File: src/rtl/arpk_pkg.sv
// shared types and constants for the address run record packer
package arpk_pkg;

    localparam int CFG_W = 6;
    localparam logic [CFG_W-1:0] CFG_RESET = 6'd32;
    localparam int MIN_LIMIT = 2;

    typedef enum logic [1:0] {
        ACT_DATA   = 2'd0,
        ACT_START  = 2'd1,
        ACT_FLUSH  = 2'd2,
        ACT_IGNORE = 2'd3
    } action_t;

    typedef struct packed {
        action_t     action;
        logic [31:0] address;
        logic [7:0]  data_byte;
    } item_t;

    typedef struct packed {
        logic [7:0] out_byte;
        logic       end_of_record;
        logic       last;
    } result_t;

    // classified item handed from front to back
    typedef struct packed {
        action_t     op;
        logic        flush_pre;
        logic        flush_post;
        logic [31:0] address;
        logic [7:0]  data_byte;
    } cmd_t;

    typedef enum logic [2:0] {
        B_IDLE,
        B_EXEC,
        B_ADDR,
        B_LEN,
        B_DATA,
        B_SADDR,
        B_SZERO
    } back_state_t;

endpackage

File: src/rtl/arpk_fifo.sv
// two-entry queue used between front and back and on the result side
module arpk_fifo #(
    parameter type T = logic
) (
    input  logic clk,
    input  logic rst_n,
    input  logic wr_en,
    input  T     wr_data,
    output logic full,
    input  logic rd_en,
    output T     rd_data,
    output logic empty
);

    T           mem [2];
    logic       wr_ptr_reg;
    logic       rd_ptr_reg;
    logic [1:0] cnt_reg;
    logic       do_wr;
    logic       do_rd;

    assign full    = (cnt_reg == 2'd2);
    assign empty   = (cnt_reg == 2'd0);
    assign rd_data = mem[rd_ptr_reg];
    assign do_wr   = wr_en & ~full;
    assign do_rd   = rd_en & ~empty;

    always_ff @(posedge clk)
    begin
        if (do_wr)
        begin
            mem[wr_ptr_reg] <= wr_data;
        end
    end

    always_ff @(posedge clk or negedge rst_n)
    begin
        if (!rst_n)
        begin
            wr_ptr_reg <= 1'b0;
            rd_ptr_reg <= 1'b0;
            cnt_reg    <= 2'd0;
        end
        else
        begin
            if (do_wr)
            begin
                wr_ptr_reg <= ~wr_ptr_reg;
            end
            if (do_rd)
            begin
                rd_ptr_reg <= ~rd_ptr_reg;
            end
            if (do_wr && !do_rd)
            begin
                cnt_reg <= cnt_reg + 2'd1;
            end
            else if (do_rd && !do_wr)
            begin
                cnt_reg <= cnt_reg - 2'd1;
            end
        end
    end

endmodule

File: src/rtl/arpk_front.sv
// front end: takes items, tracks the open run and classifies flushes
module arpk_front #(
    parameter int MAX_RUN = 32
) (
    input  logic                          clk,
    input  logic                          rst_n,
    input  logic                          push,
    output logic                          full,
    input  arpk_pkg::item_t               item,
    input  logic                          cfg_valid,
    output logic                          cfg_ready,
    input  logic [arpk_pkg::CFG_W-1:0]    cfg_data,
    output logic                          cq_push,
    input  logic                          cq_full,
    output arpk_pkg::cmd_t                cq_data
);

    localparam int CW = $clog2(MAX_RUN + 1);

    logic [arpk_pkg::CFG_W-1:0] cfg_reg;
    logic [31:0]                start_reg;
    logic [31:0]                start_next;
    logic [CW-1:0]              cnt_reg;
    logic [CW-1:0]              cnt_next;

    logic          accept;
    logic [6:0]    lim;
    logic          brk;
    logic [CW-1:0] cnt_a;
    logic [31:0]   start_a;
    logic [CW-1:0] cnt_b;
    logic          post;

    assign full      = cq_full;
    assign cfg_ready = 1'b1;
    assign accept    = push & ~cq_full;

    always_comb
    begin
        lim = 7'(cfg_reg);
        if (lim < 7'(arpk_pkg::MIN_LIMIT))
        begin
            lim = 7'(arpk_pkg::MIN_LIMIT);
        end
        if (lim > 7'(MAX_RUN))
        begin
            lim = 7'(MAX_RUN);
        end
    end

    always_comb
    begin
        // address break against the open run
        brk     = (cnt_reg != '0) && (item.address != start_reg + 32'(cnt_reg));
        cnt_a   = brk ? '0 : cnt_reg;
        start_a = (cnt_a == '0) ? item.address : start_reg;
        cnt_b   = CW'(cnt_a + 1'b1);
        post    = (7'(cnt_b) >= lim);

        cnt_next   = cnt_reg;
        start_next = start_reg;
        cq_push    = 1'b0;

        cq_data.op         = item.action;
        cq_data.flush_pre  = brk;
        cq_data.flush_post = post;
        cq_data.address    = item.address;
        cq_data.data_byte  = item.data_byte;

        unique case (item.action)
            arpk_pkg::ACT_DATA:
            begin
                cq_push = accept;
                if (accept)
                begin
                    if (post)
                    begin
                        cnt_next   = '0;
                        start_next = '0;
                    end
                    else
                    begin
                        cnt_next   = cnt_b;
                        start_next = start_a;
                    end
                end
            end
            arpk_pkg::ACT_START:
            begin
                cq_push = accept;
                if (accept)
                begin
                    cnt_next   = '0;
                    start_next = '0;
                end
            end
            arpk_pkg::ACT_FLUSH:
            begin
                // empty run flush produces nothing
                cq_push = accept && (cnt_reg != '0);
                if (accept)
                begin
                    cnt_next   = '0;
                    start_next = '0;
                end
            end
            arpk_pkg::ACT_IGNORE:
            begin
                cq_push = 1'b0;
            end
        endcase
    end

    always_ff @(posedge clk or negedge rst_n)
    begin
        if (!rst_n)
        begin
            cfg_reg   <= arpk_pkg::CFG_RESET;
            start_reg <= '0;
            cnt_reg   <= '0;
        end
        else
        begin
            if (cfg_valid && cfg_ready)
            begin
                cfg_reg <= cfg_data;
            end
            start_reg <= start_next;
            cnt_reg   <= cnt_next;
        end
    end

endmodule

File: src/rtl/arpk_back.sv
// back end: holds run bytes and plays out records one byte per cycle while the result queue has room
module arpk_back #(
    parameter int MAX_RUN = 32
) (
    input  logic              clk,
    input  logic              rst_n,
    input  logic              cq_empty,
    input  arpk_pkg::cmd_t    cq_data,
    output logic              cq_pop,
    input  logic              oq_full,
    output logic              oq_push,
    output arpk_pkg::result_t oq_data
);

    localparam int CW = $clog2(MAX_RUN + 1);
    localparam int IW = (MAX_RUN > 1) ? $clog2(MAX_RUN) : 1;

    arpk_pkg::back_state_t state_reg;
    arpk_pkg::back_state_t state_next;
    arpk_pkg::cmd_t        cmd_reg;
    arpk_pkg::cmd_t        cmd_next;
    logic [CW-1:0]         idx_reg;
    logic [CW-1:0]         idx_next;
    logic [CW-1:0]         bcnt_reg;
    logic [CW-1:0]         bcnt_next;
    logic [31:0]           bstart_reg;
    logic [31:0]           bstart_next;
    logic                  ret_idle_reg;
    logic                  ret_idle_next;
    logic [7:0]            rd_data_reg;

    logic [7:0]    mem [MAX_RUN];
    logic          mem_we;
    logic [IW-1:0] rd_addr;
    logic          last_flush;
    logic          fin;
    logic          emit;

    function automatic logic [7:0] addr_byte(input logic [31:0] a, input logic [1:0] i);
        logic [7:0] b;
        unique case (i)
            2'd0: b = a[31:24];
            2'd1: b = a[23:16];
            2'd2: b = a[15:8];
            2'd3: b = a[7:0];
        endcase
        return b;
    endfunction

    assign emit    = ~oq_full;
    assign fin     = (idx_reg == CW'(bcnt_reg - 1'b1));
    // final byte of a flush ends the item unless a further record follows
    assign last_flush = ret_idle_reg |
                        ((cmd_reg.op == arpk_pkg::ACT_DATA) && !cmd_reg.flush_post);

    always_comb
    begin
        state_next    = state_reg;
        cmd_next      = cmd_reg;
        idx_next      = idx_reg;
        bcnt_next     = bcnt_reg;
        bstart_next   = bstart_reg;
        ret_idle_next = ret_idle_reg;
        cq_pop        = 1'b0;
        oq_push       = 1'b0;
        oq_data       = '0;
        mem_we        = 1'b0;
        rd_addr       = idx_reg[IW-1:0];

        unique case (state_reg)
            arpk_pkg::B_IDLE:
            begin
                if (!cq_empty)
                begin
                    cq_pop     = 1'b1;
                    cmd_next   = cq_data;
                    state_next = arpk_pkg::B_EXEC;
                end
            end
            arpk_pkg::B_EXEC:
            begin
                idx_next = '0;
                unique case (cmd_reg.op)
                    arpk_pkg::ACT_DATA:
                    begin
                        if (cmd_reg.flush_pre)
                        begin
                            cmd_next.flush_pre = 1'b0;
                            ret_idle_next      = 1'b0;
                            state_next         = arpk_pkg::B_ADDR;
                        end
                        else
                        begin
                            mem_we = 1'b1;
                            if (bcnt_reg == '0)
                            begin
                                bstart_next = cmd_reg.address;
                            end
                            bcnt_next = CW'(bcnt_reg + 1'b1);
                            if (cmd_reg.flush_post)
                            begin
                                ret_idle_next = 1'b1;
                                state_next    = arpk_pkg::B_ADDR;
                            end
                            else
                            begin
                                state_next = arpk_pkg::B_IDLE;
                            end
                        end
                    end
                    arpk_pkg::ACT_START:
                    begin
                        if (bcnt_reg != '0)
                        begin
                            ret_idle_next = 1'b0;
                            state_next    = arpk_pkg::B_ADDR;
                        end
                        else
                        begin
                            state_next = arpk_pkg::B_SADDR;
                        end
                    end
                    arpk_pkg::ACT_FLUSH:
                    begin
                        if (bcnt_reg != '0)
                        begin
                            ret_idle_next = 1'b1;
                            state_next    = arpk_pkg::B_ADDR;
                        end
                        else
                        begin
                            state_next = arpk_pkg::B_IDLE;
                        end
                    end
                    arpk_pkg::ACT_IGNORE:
                    begin
                        state_next = arpk_pkg::B_IDLE;
                    end
                endcase
            end
            arpk_pkg::B_ADDR:
            begin
                oq_push          = emit;
                oq_data.out_byte = addr_byte(bstart_reg, idx_reg[1:0]);
                if (emit)
                begin
                    if (idx_reg[1:0] == 2'd3)
                    begin
                        idx_next   = '0;
                        state_next = arpk_pkg::B_LEN;
                    end
                    else
                    begin
                        idx_next = CW'(idx_reg + 1'b1);
                    end
                end
            end
            arpk_pkg::B_LEN:
            begin
                // prefetch the first run byte
                rd_addr          = '0;
                oq_push          = emit;
                oq_data.out_byte = 8'(bcnt_reg);
                if (emit)
                begin
                    idx_next   = '0;
                    state_next = arpk_pkg::B_DATA;
                end
            end
            arpk_pkg::B_DATA:
            begin
                oq_push               = emit;
                oq_data.out_byte      = rd_data_reg;
                oq_data.end_of_record = fin;
                oq_data.last          = fin & last_flush;
                if (emit)
                begin
                    rd_addr = IW'(idx_reg + 1'b1);
                    if (fin)
                    begin
                        bcnt_next   = '0;
                        bstart_next = '0;
                        state_next  = ret_idle_reg ? arpk_pkg::B_IDLE : arpk_pkg::B_EXEC;
                    end
                    else
                    begin
                        idx_next = CW'(idx_reg + 1'b1);
                    end
                end
            end
            arpk_pkg::B_SADDR:
            begin
                oq_push          = emit;
                oq_data.out_byte = addr_byte(cmd_reg.address, idx_reg[1:0]);
                if (emit)
                begin
                    if (idx_reg[1:0] == 2'd3)
                    begin
                        idx_next   = '0;
                        state_next = arpk_pkg::B_SZERO;
                    end
                    else
                    begin
                        idx_next = CW'(idx_reg + 1'b1);
                    end
                end
            end
            arpk_pkg::B_SZERO:
            begin
                oq_push               = emit;
                oq_data.out_byte      = 8'd0;
                oq_data.end_of_record = 1'b1;
                oq_data.last          = 1'b1;
                if (emit)
                begin
                    state_next = arpk_pkg::B_IDLE;
                end
            end
            default:
            begin
                state_next = arpk_pkg::B_IDLE;
            end
        endcase
    end

    always_ff @(posedge clk)
    begin
        if (mem_we)
        begin
            mem[bcnt_reg[IW-1:0]] <= cmd_reg.data_byte;
        end
        rd_data_reg <= mem[rd_addr];
        cmd_reg     <= cmd_next;
    end

    always_ff @(posedge clk or negedge rst_n)
    begin
        if (!rst_n)
        begin
            state_reg    <= arpk_pkg::B_IDLE;
            idx_reg      <= '0;
            bcnt_reg     <= '0;
            bstart_reg   <= '0;
            ret_idle_reg <= 1'b0;
        end
        else
        begin
            state_reg    <= state_next;
            idx_reg      <= idx_next;
            bcnt_reg     <= bcnt_next;
            bstart_reg   <= bstart_next;
            ret_idle_reg <= ret_idle_next;
        end
    end

    a_cnt_bound: assert property (@(posedge clk) disable iff (!rst_n)
        (state_reg == arpk_pkg::B_IDLE) |-> (bcnt_reg < CW'(MAX_RUN)))
        else $error("run count reached the buffer depth while idle");

    a_data_idx: assert property (@(posedge clk) disable iff (!rst_n)
        (state_reg == arpk_pkg::B_DATA) |-> (idx_reg < bcnt_reg))
        else $error("run byte index beyond run length");

    a_flush_clears: assert property (@(posedge clk) disable iff (!rst_n)
        (oq_push && (state_reg == arpk_pkg::B_DATA) && oq_data.end_of_record)
        |=> (bcnt_reg == '0))
        else $error("run not cleared after record end");

    a_len_nonzero: assert property (@(posedge clk) disable iff (!rst_n)
        (state_reg == arpk_pkg::B_LEN) |-> (bcnt_reg != '0))
        else $error("record started for an empty run");

endmodule

File: src/rtl/address_run_record_packer_top.sv
// Address run record packer: packs consecutive-address bytes into binary records.
//
// Items go in through push/full: a transfer happens when push is high and full is low.
// A data item extends the open run or, on an address break, first closes it; a run also
// closes when it reaches the max_record_bytes limit (clamped to 2..MAX_RUN), on a flush
// item and before a start-address item. Each record comes out as four address bytes,
// most significant first, a length byte and the run bytes, end_of_record on the final
// one; a start-address item adds its own address and a zero length byte. last marks
// the final result byte caused by one item. Results leave through empty/pop.
// The front classifies items into a two-entry command queue at one per cycle while
// that queue is not full. The back pops a command in its idle state, runs it in its
// exec state, then emits one result byte per cycle while the result queue has room;
// it pops the next command only once the current one is done.
// cfg_valid/cfg_ready writes max_record_bytes, always ready; write only while idle.
// Reset empties the run and both queues and sets the limit to 32; run bytes are not
// cleared. When pop stays low the result queue fills, the back holds, the command
// queue fills and full rises.
module address_run_record_packer_top #(
    parameter int MAX_RUN = 32
) (
    input  logic                       clk,
    input  logic                       rst_n,
    input  logic                       push,
    output logic                       full,
    input  arpk_pkg::item_t            item,
    output logic                       empty,
    input  logic                       pop,
    output arpk_pkg::result_t          result,
    input  logic                       cfg_valid,
    output logic                       cfg_ready,
    input  logic [arpk_pkg::CFG_W-1:0] cfg_data
);

    logic              cq_push;
    logic              cq_full;
    arpk_pkg::cmd_t    cq_wdata;
    logic              cq_pop;
    logic              cq_empty;
    arpk_pkg::cmd_t    cq_rdata;
    logic              oq_push;
    logic              oq_full;
    arpk_pkg::result_t oq_wdata;

    arpk_front #(.MAX_RUN(MAX_RUN)) u_front (
        .clk       (clk),
        .rst_n     (rst_n),
        .push      (push),
        .full      (full),
        .item      (item),
        .cfg_valid (cfg_valid),
        .cfg_ready (cfg_ready),
        .cfg_data  (cfg_data),
        .cq_push   (cq_push),
        .cq_full   (cq_full),
        .cq_data   (cq_wdata)
    );

    arpk_fifo #(.T(arpk_pkg::cmd_t)) u_cmd_q (
        .clk     (clk),
        .rst_n   (rst_n),
        .wr_en   (cq_push),
        .wr_data (cq_wdata),
        .full    (cq_full),
        .rd_en   (cq_pop),
        .rd_data (cq_rdata),
        .empty   (cq_empty)
    );

    arpk_back #(.MAX_RUN(MAX_RUN)) u_back (
        .clk      (clk),
        .rst_n    (rst_n),
        .cq_empty (cq_empty),
        .cq_data  (cq_rdata),
        .cq_pop   (cq_pop),
        .oq_full  (oq_full),
        .oq_push  (oq_push),
        .oq_data  (oq_wdata)
    );

    arpk_fifo #(.T(arpk_pkg::result_t)) u_res_q (
        .clk     (clk),
        .rst_n   (rst_n),
        .wr_en   (oq_push),
        .wr_data (oq_wdata),
        .full    (oq_full),
        .rd_en   (pop),
        .rd_data (result),
        .empty   (empty)
    );

endmodule

File: config.mk
export PLATFORM = sky130hd
export DESIGN_NAME = address_run_record_packer_top
export DESIGN_NICKNAME = d
export VERILOG_FILES = /design/src/rtl/arpk_pkg.sv /design/src/rtl/arpk_fifo.sv /design/src/rtl/arpk_front.sv /design/src/rtl/arpk_back.sv /design/src/rtl/address_run_record_packer_top.sv
export SDC_FILE = /design/constraint.sdc
export NUM_CORES = 1
export LEC_CHECK = 0
export BUFFER_PORTS_ARGS = -buffer_cell sky130_fd_sc_hd__buf_2
export CORE_MARGIN = 5
export CORE_UTILIZATION = 49
export DETAILED_ROUTE_END_ITERATION = 8
export GPL_TIMING_DRIVEN = 1
export PLACE_DENSITY = 0.67
export SYNTH_ARGS = -nofsm -noshare
export SYNTH_HDL_FRONTEND = slang
export SYNTH_HIERARCHICAL = 1
export SYNTH_SLANG_ARGS = --single-unit
export TNS_END_PERCENT = 20
File: constraint.sdc
create_clock -name clk -period 19.5 [get_ports clk]
set_input_delay 0 -clock clk [delete_from_list [all_inputs] [get_ports clk]]
set_output_delay 0 -clock clk [all_outputs]
set_load 0.02 [all_outputs]
==> impl_metrics.toml, run 1 <==
[hold_path]
hold_end = "u_cmd_q/mem[0][6]"
hold_start = "item[6]"
hold_class = "in2reg"
holdPathStages = 2

[timing]
max_clock_freq_mhz = 153
finalSetupTns_ps = 0
maxSlewViolCount = 0
maxSlewHeadroom_pct = 11.4
fin_crit_sh_pct = 33.6
fin_hold_ws_ps = 120
setup_viol = 0
period_needed_ps = 6550
rsz0062_at_grt = "no"
finalHoldViolCount = 0
worst_pin_slew_ps = 1330
fin_skew_ps = 21.0

[routing]
wl_um = 54200
wl_per_cell_um = 21.7
viasPerCell = 5.90
antenna_left = 0
drc = 0
drt_iter0_markers = 1437
num_vias = 14700
dr.pass1.iters = 6

[finish]
largest_reg_flops = 256
drive_above_1_share_pct = 14.1
fin_util_pct = 55.0
final_common_cell = "edfxtp_1"
design_area_um2 = 26200
nNetsFinal = 1930
mostFrequentLayoutCells = "edfxtp_1, nand2_1, dfrtp_1"
area.growth.synth_to_final_pct = 11.4

[global_routing]
antenna_found_initial = 1
track_usage_pct = 20.3
grt_pass1_vias = 14600
grt-ovfl-total = 0
grt_max_degree = 70
grt_pass1_wl_um = 85100

[floorplanning]
die_width_um = 229
die_area_um2 = 52500
ios = 66
rows = 80
core_um2 = 47600
die_h_um = 229
initial_core_util_pct = 49.4

[yosys]
syn_area_per_cell_um2 = 13.1
syn-num-nets = 1882
ys_warn_count = 6
async_flop_share_pct = 19.4
ys.flop_type = "edfxtp_1"
ys_seq_elements = 516
netlist_area_um2 = 23500
postSynthCellCount = 1794
synth_edf_count = 408
yosysSeqAreaShare_pct = 63.3
synth_cell_types = 102

[critical_path]
slowest_delay_ps = 990
r2r_cells = 22
rrSetupSlack_ps = 12950
crit_path_start_kind = "flip-flop"
r2r_start = "u_front/cnt_reg[0]"
cp-end-kind = "flip-flop"
path_max_fanout = 32
path_buf_inv = 2
cp_cell_sequence = "ha_1 -> inv_1 -> fa_1 -> nor2b_1 -> o21ai_1 -> a21oi_1 -> nor3b_1 -> or3_2 -> a2111oi_4 -> and4_1 -> nand2_1 -> inv_1 -> ha_1 -> nand3_1 -> xnor2_1 -> nor2_1 -> ha_1 -> nand3_1 -> o2111ai_1 -> nor3_1 -> o31a_4 -> a22o_1"
reg2reg_to = "u_front/start_reg[3]"
timing.critical_path.max_delay_family = "simple AND/OR/NAND/NOR gates"
crit_type = "reg2reg"
worstPathArrival_ps = 7110
worstPathRequired_ps = 20050
crit_path_frequent_cell = "ha_1"
slowest_stage = "nor3_1"

[cts]
clock_sinks = 516
htree_levels = 2
clockBufferDepth = 3
cts_resized = 0
cts.clk_slew.worst_paths_ps = 70
holdBufCountCts = 60
numCtsBuffers = 53
post-cts-setup-buffers = 0
clock_latency_ps = 610
tritoncts = "built"
cts-root-buf = "clkbuf_16"

[placed_design]
hpwlAfterDp_um = 34000
io_buffers = 64
globalplace.congestion = 0.894
dpl_cell_area_um2 = 23800

[outcome]
status = "finished, final reports clean"

[flow_run]
cap_violations = 0

[pwr]
power_leakage_nw = 9.69
p_per_area_nw_per_um2 = 141
ir_drop_mv = 0.0834
finalPower_mw = 3.71
[cell families (layout without fill, tap and decap cells)]
| group | Yosys count | count (layout) | share of synthesized area, % |
|---|---|---|---|
| buf+inv | 186 | 277 | 4.64 |
| compound gates | 379 | 379 | 11.9 |
| flops | 516 | 516 | 63.3 |
| simple gates | 512 | 512 | 10.6 |
| fa+ha+maj | 35 | 35 | 1.89 |
| mux | 96 | 96 | 5.02 |
| xor+xnor | 69 | 69 | 2.57 |
| other cells | 1 | 2 | 0.0159 |
[per-layer routing]
layer	global-route usage, %	vias up	part of all wire [%]
met1	29.8	7379	46
met3	4.01	94	6.3
met2	31.4	460	46
li1	-	6813	-
met4	5.54	0	2.4
met5	0	-	0
[worst max-delay path by stage]
stage	slack, ps	depth (start not counted)	from	endpoint
3_3_place_gp	13230	22	u_front/cnt_reg[0]	u_front/start_reg[5]
5_1_grt	12320	22	u_front/cnt_reg[0]	u_front/start_reg[15]
4_1_cts	13020	22	u_front/cnt_reg[0]	u_front/start_reg[21]
2_1_floorplan	13060	8	u_back/state_reg[0]	u_cmd_q/cnt_reg[1]
3_5_place_dp	13060	22	u_front/cnt_reg[0]	u_front/start_reg[21]
6_report	12950	22	u_front/cnt_reg[0]	u_front/start_reg[3]
[worst reg2reg max path, stage by stage (launching register included)]
cell	delay, ps
dfrtp_1	400
ha_1	190
inv_1	60
fa_1	390
nor2b_1	180
o21ai_1	180
a21oi_1	510
nor3b_1	90
or3_2	460
a2111oi_4	230
and4_1	430
nand2_1	160
inv_1	110
ha_1	240
nand3_1	160
xnor2_1	160
nor2_1	60
ha_1	310
nand3_1	90
o2111ai_1	310
nor3_1	1000
o31a_4	560
a22o_1	240
[per-stage QoR]
| stage | instances | worst slack (ps) |
|---|---|---|
| 2_1_floorplan | 1794 | 13060 |
| 3_3_place_gp | 2342 | 13230 |
| 3_5_place_dp | 2342 | 13060 |
| 4_1_cts | 2500 | 13020 |
| 5_1_grt | 2500 | 12320 |
| 6_report | 2501 | 12950 |
[area by class of cell]
cell class / count / area (um^2)
Fill cell: 3855 / 21400
Sequential cell: 516 / 14900
Multi-Input combinational cell: 1092 / 7570
Clock buffer: 59 / 1350
Timing Repair Buffer: 140 / 1060
Tap cell: 615 / 769
Clock inverter: 39 / 412
Inverter: 39 / 146
Antenna cell: 1 / 2.50
[synth_stat cells (8+ instances only)]
master / instances / area share, %
nand3_1: 39 / 0.83
buf_4: 50 / 1.6
a211oi_1: 54 / 1.7
mux2i_1: 36 / 1.5
and2_1: 9 / 0.24
o21bai_1: 9 / 0.29
a21oi_1: 42 / 0.89
a222oi_1: 16 / 0.68
o221ai_1: 17 / 0.63
a22o_1: 34 / 1.3
a211oi_2: 9 / 0.48
nor2_1: 95 / 1.5
nand4_1: 11 / 0.29
edfxtp_1: 408 / 52
xor2_1: 23 / 0.86
a2111oi_0: 10 / 0.37
o22ai_1: 12 / 0.32
nor3_1: 11 / 0.23
a31oi_1: 49 / 1.3
buf_6: 12 / 0.57
a22oi_1: 14 / 0.45
and3_1: 59 / 1.6
o21ai_0: 48 / 1.0
inv_1: 39 / 0.62
ha_1: 34 / 1.8
nand2_1: 216 / 3.4
xnor2_1: 46 / 1.7
dfrtp_1: 99 / 11
buf_2: 27 / 0.57
mux2_2: 11 / 0.53
nand2b_1: 10 / 0.27
dfxtp_1: 8 / 0.68
clkbuf_1: 50 / 0.80
a21boi_0: 9 / 0.29
mux2_4: 39 / 2.5
mux2_1: 10 / 0.48
o211ai_1: 11 / 0.35
[power breakdown]
group / internal [mW] / switching, mW
sequential: 1.46 / 0.164
clock: 0.585 / 0.436
combinational: 0.388 / 0.675
total: 2.43 / 1.28
(Power assumes the default switching activity.)
==> run 2: changes to the inputs <==
Settings changed: ABC_AREA set to 1, PLACE_DENSITY 0.67 to 0.7.
Clock period 19.5 ns to 5.89 ns, I/O delays scaled along.
==> impl_metrics.toml, run 2 <==
[finish]
num_antenna_cells = 0
final_common_cell = "nand2_1"
mostFrequentLayoutCells = "nand2_1, edfxtp_1, nand3_1"
drive_above_1_share_pct = 8.77
area.growth.synth_to_final_pct = 10.4
largest_reg_flops = 256
nNetsFinal = 2700
fin_cells = 3336

[cts]
numCtsBuffers = 52
tritoncts = "built"
clock_latency_ps = 620
clock_sinks = 516
cts-root-buf = "clkbuf_16"
clockBufferDepth = 3
post-cts-setup-buffers = 0
cts.clk_slew.worst_paths_ps = 60
htree_levels = 2

[floorplanning]
die_h_um = 237
rows = 83
core_um2 = 51100
ios = 66
initial_core_util_pct = 49.3
die_area_um2 = 56000
die_width_um = 237

[critical_path]
r2r_start = "u_front/cnt_reg[0]"
worstPathArrival_ps = 6030
slowest_stage = "dfrtp_1"
rrSetupSlack_ps = 400
crit_path_start_kind = "flip-flop"
worstPathRequired_ps = 6430
cp-end-kind = "flip-flop"
r2r_cells = 32
path_max_fanout = 34
crit_type = "reg2reg"
slowest_delay_ps = 390
reg2reg_to = "u_front/start_reg[25]"
crit_path_frequent_cell = "nand2_1"

[timing]
maxSlewHeadroom_pct = 19.0
maxSlewViolCount = 0
finalHoldViolCount = 0
worst_pin_slew_ps = 1210
rsz0062_at_grt = "yes"
fin_crit_sh_pct = 93.1
max_clock_freq_mhz = 182
setup_viol = 0
period_needed_ps = 5490
fin_skew_ps = 26.3

[yosys]
yosysTopAreaCellShare_pct = 48.6
yosysMostFrequentCell = "nand2_1"
ys_warn_count = 6
yosysSeqAreaShare_pct = 59.2
syn-num-nets = 2670
yosysTopAreaCell = "edfxtp_1"
netlist_area_um2 = 25200
async_flop_share_pct = 19.4
synth_cell_types = 53
syn_area_per_cell_um2 = 9.76
ys_top_cells_by_area = "edfxtp_1, nand2_1, dfrtp_1, nand3_1, nand3b_1"
synth_edf_count = 408
synth_common_cells = "nand2_1, edfxtp_1, nand3_1"
ys_seq_elements = 516
postSynthCellCount = 2582
ys.flop_type = "edfxtp_1"

[placed_design]
globalplace.congestion = 0.956
io_buffers = 64
place_inst = 3176
hpwlAfterDp_um = 38600

[flow_run]
cap_violations = 0

[pwr]
finalPower_mw = 13.3
ir_drop_mv = 0.302
p_per_area_nw_per_um2 = 479
power_leakage_nw = 11.5

[routing]
num_vias = 18400
wl_um = 61600
dr.pass1.iters = 7
drc = 0
wl_per_cell_um = 18.5
drt_iter0_markers = 1950
antenna_left = 0
viasPerCell = 5.51

[hold_path]
hold_class = "in2reg"
hold_start = "item[3]"
hold_end = "u_cmd_q/mem[1][3]"
holdPathStages = 2

[global_routing]
grt_pass1_vias = 17400
track_usage_pct = 21.3
grt_max_degree = 97
antenna_found_initial = 1
grt-ovfl-total = 0
grt_pass1_wl_um = 96900

[outcome]
status = "finished, final reports clean"
run 2: how the worst max path moves through the flow:
stage                       endpoint  slack, ps               start  cells after the start
2_1_floorplan  u_front/start_reg[16]       1340  u_front/cnt_reg[0]                     31
3_3_place_gp    u_front/start_reg[0]        600  u_front/cnt_reg[0]                     32
3_5_place_dp   u_front/start_reg[25]        380  u_front/cnt_reg[0]                     32
4_1_cts        u_front/start_reg[25]        380  u_front/cnt_reg[0]                     32
5_1_grt        u_front/start_reg[18]        -20  u_front/cnt_reg[0]                     33
6_report       u_front/start_reg[25]        400  u_front/cnt_reg[0]                     32
run 2: power by group:
part           internal (mW)  total, mW  switching, mW
logic                   1.36       4.90           3.54
registers               4.88       5.30          0.413
clock network           1.71       3.12           1.41
run 2: per-layer routing:
layer	global-route usage [%]	wire (um)	part of all wire [%]
met3	3.77	4820	7.8
met1	31.3	27300	44
met5	0	13	0.021
met2	32.9	27800	45
met4	6.16	1680	2.7
run 2: kinds of logic after synthesis:
| logic type | Yosys count | synth area share [%] |
|---|---|---|
| DFF | 516 | 59.2 |
| adders and majority gates | 35 | 1.77 |
| muxes | 4 | 0.179 |
| other | 1 | 0.0149 |
| AOI/OAI and AO/OA | 120 | 2.92 |
| xor gates and xnor gates | 50 | 1.74 |
| and+or+nand+nor | 1493 | 27.2 |
| buffers and inverters | 363 | 6.98 |
run 2: cell type report:
type	count	area (um^2)
clock inverters	35	256
fillers	4416	23300
multi-input cells	1704	8580
well taps	680	851
clock buffers	63	1360
flip-flops and latches	516	14900
repair buffers	147	1120
inverters	191	722
run 2: worst max-delay path: cells and delay by family, from the launching register on:
kind	cells	cell delay, ps
DFF	1	390
buffers and inverters	4	320
adders and majority gates	4	1250
AOI/OAI and AO/OA	5	940
and+or+nand+nor	19	2510
run 2: repair_timing:
action	CTS	global route
endpoints found under the setup margin	0	32
hold endpoints to repair	176	0
hold buffers	61	0
resized for setup	0	2
run 2: metrics by stage:
stage | instance area, um^2 | TNS [ps] | util [%] | worst slack [ps] | hold slack, ps
6_report | 27800 | 0 | 54.4 | 405 | 144
5_1_grt | 27800 | -50.5 | 54.4 | -21.4 | 138
4_1_cts | 27800 | 0 | 54.4 | 376 | 109
3_5_place_dp | 25500 | 0 | 50.0 | 385 | 85.7
3_3_place_gp | 25500 | 0 | 50.0 | 602 | 75.9
2_1_floorplan | 25200 | 0 | - | 1340 | -296
==> run 3: changes to the inputs <==
Settings changed: CORE_UTILIZATION 49 to 57, PLACE_DENSITY 0.7 to 0.79.
==> impl_metrics.toml, run 3 (synthesized netlist as in run 2, its figures left out) <==
[global_routing]
grt_max_degree = 97
grt_pass1_wl_um = 97100
antenna_found_initial = 0
grt_pass1_vias = 17800
track_usage_pct = 25.3
grt-ovfl-total = 0

[flow_run]
cap_violations = 0

[cts]
cts.clk_slew.worst_paths_ps = 60
clockBufferDepth = 3
htree_levels = 2
clock_latency_ps = 620
clock_sinks = 516
cts_resized = 0
post-cts-setup-buffers = 0
holdBufCountCts = 61
tritoncts = "built"
numCtsBuffers = 50
cts-root-buf = "clkbuf_16"

[outcome]
status = "finished, final reports clean"

[routing]
antenna_left = 0
viasPerCell = 5.79
wl_per_cell_um = 18.9
num_vias = 18800
drc = 0
dr.pass1.iters = 7
wl_um = 61200
drt_iter0_markers = 2375

[timing]
finalHoldViolCount = 0
finalSetupTns_ps = 0
setup_ws_ps = 487
maxSlewHeadroom_pct = 26.1
fin_skew_ps = 36.2
maxSlewViolCount = 0
period_needed_ps = 5400
rsz0062_at_grt = "no"
max_clock_freq_mhz = 185
worst_pin_slew_ps = 1110
setup_viol = 0
fin_hold_ws_ps = 143
fin_crit_sh_pct = 91.7

[critical_path]
r2r_cells = 32
crit_path_start_kind = "flip-flop"
crit_path_frequent_cell = "nand2_1"
worstPathRequired_ps = 6430
crit_type = "reg2reg"
rrSetupSlack_ps = 490
slowest_stage = "dfrtp_1"
reg2reg_to = "u_front/start_reg[22]"
cp-end-kind = "flip-flop"
r2r_start = "u_front/cnt_reg[0]"
path_max_fanout = 33
slowest_delay_ps = 380
worstPathArrival_ps = 5940

[finish]
area.growth.synth_to_final_pct = 9.61
largest_reg_flops = 256
drive_above_1_share_pct = 8.22
mostFrequentLayoutCells = "nand2_1, edfxtp_1, nand3_1"
nNetsFinal = 2699
fillers = 3425
num_antenna_cells = 0
fin_cells = 3244
final_common_cell = "nand2_1"

[pwr]
p_int_mw = 7.95
power_frac_seq_pct = 40.2
power_leakage_nw = 11.4
switchingPower_mw = 5.31
ir_drop_mv = 0.298
p_clk_share_pct = 23.0
pwr-share-comb_pct = 36.8
swShare_pct = 40.0
p_per_area_nw_per_um2 = 480

[floorplanning]
die_width_um = 220
rows = 77
die_h_um = 220
core_um2 = 43900
die_area_um2 = 48500
ios = 66
initial_core_util_pct = 57.3

[placed_design]
dp_worst_setup_slack_ps = 525
globalplace.congestion = 0.950
io_buffers = 64
place_inst = 3090
hpwlAfterDp_um = 38600

[hold_path]
hold_class = "in2reg"
hold_end = "u_cmd_q/mem[1][5]"
holdPathStages = 2
hold_start = "item[5]"
[run 3: worst max path at each step]
stage / from / endpoint / slack (ps) / depth (start not counted)
3_5_place_dp: u_front/cnt_reg[0] / u_front/start_reg[6] / 530 / 32
5_1_grt: u_front/cnt_reg[0] / u_front/start_reg[1] / 20 / 33
3_3_place_gp: u_front/cnt_reg[0] / u_front/start_reg[14] / 620 / 32
2_1_floorplan: u_front/cnt_reg[0] / u_front/start_reg[16] / 1340 / 31
6_report: u_front/cnt_reg[0] / u_front/start_reg[22] / 490 / 32
4_1_cts: u_front/cnt_reg[0] / u_front/start_reg[22] / 520 / 32
[run 3: cell type report]
type	count	area, um^2	area share (%)
Clock buffer	68	1350	4.89
Clock inverter	25	223	0.807
Inverter	191	722	2.61
Multi-Input combinational cell	1703	8550	31.0
Sequential cell	516	14900	54.0
Tap cell	592	741	2.68
Timing Repair Buffer	149	1110	4.03
[run 3: worst max-delay path: cells and delay by family (launching register included)]
family / cells / cell delay (ps)
flops: 1 / 380
fa+ha+maj: 4 / 1220
simple gates: 19 / 2510
buf+inv: 4 / 310
compound gates: 5 / 880
[run 3: power groups by stage]
stage | logic, mW | registers [mW] | clock network, mW
floorplan | 3.49 | 5.31 | 0
global route | 5.38 | 5.38 | 3.26
CTS | 4.79 | 5.31 | 3.09
detailed placement | 4.72 | 5.37 | 0
global placement | 4.57 | 5.35 | 0
finish | 4.88 | 5.33 | 3.06
[run 3: routing by layer]
metal | part of all wire, % | track usage [%] | routed length [um] | up-vias
met3 | 10 | 4.93 | 6400 | 140
met5 | 0 | 0 | 0 | -
met2 | 45 | 38.0 | 27800 | 1006
li1 | - | - | - | 8749
met1 | 41 | 37.0 | 25000 | 8901
met4 | 3.4 | 9.26 | 2060 | 0
[run 3: per-stage QoR]
stage                     util [%]  area [um^2]  power, mW
after CTS                     62.8        27600       13.2
after global routing          62.8        27600       14.0
after global placement        57.9        25400       9.92
final                         62.8        27600       13.3
after detailed placement      57.9        25400       10.1
after floorplan                  -        25200       8.80
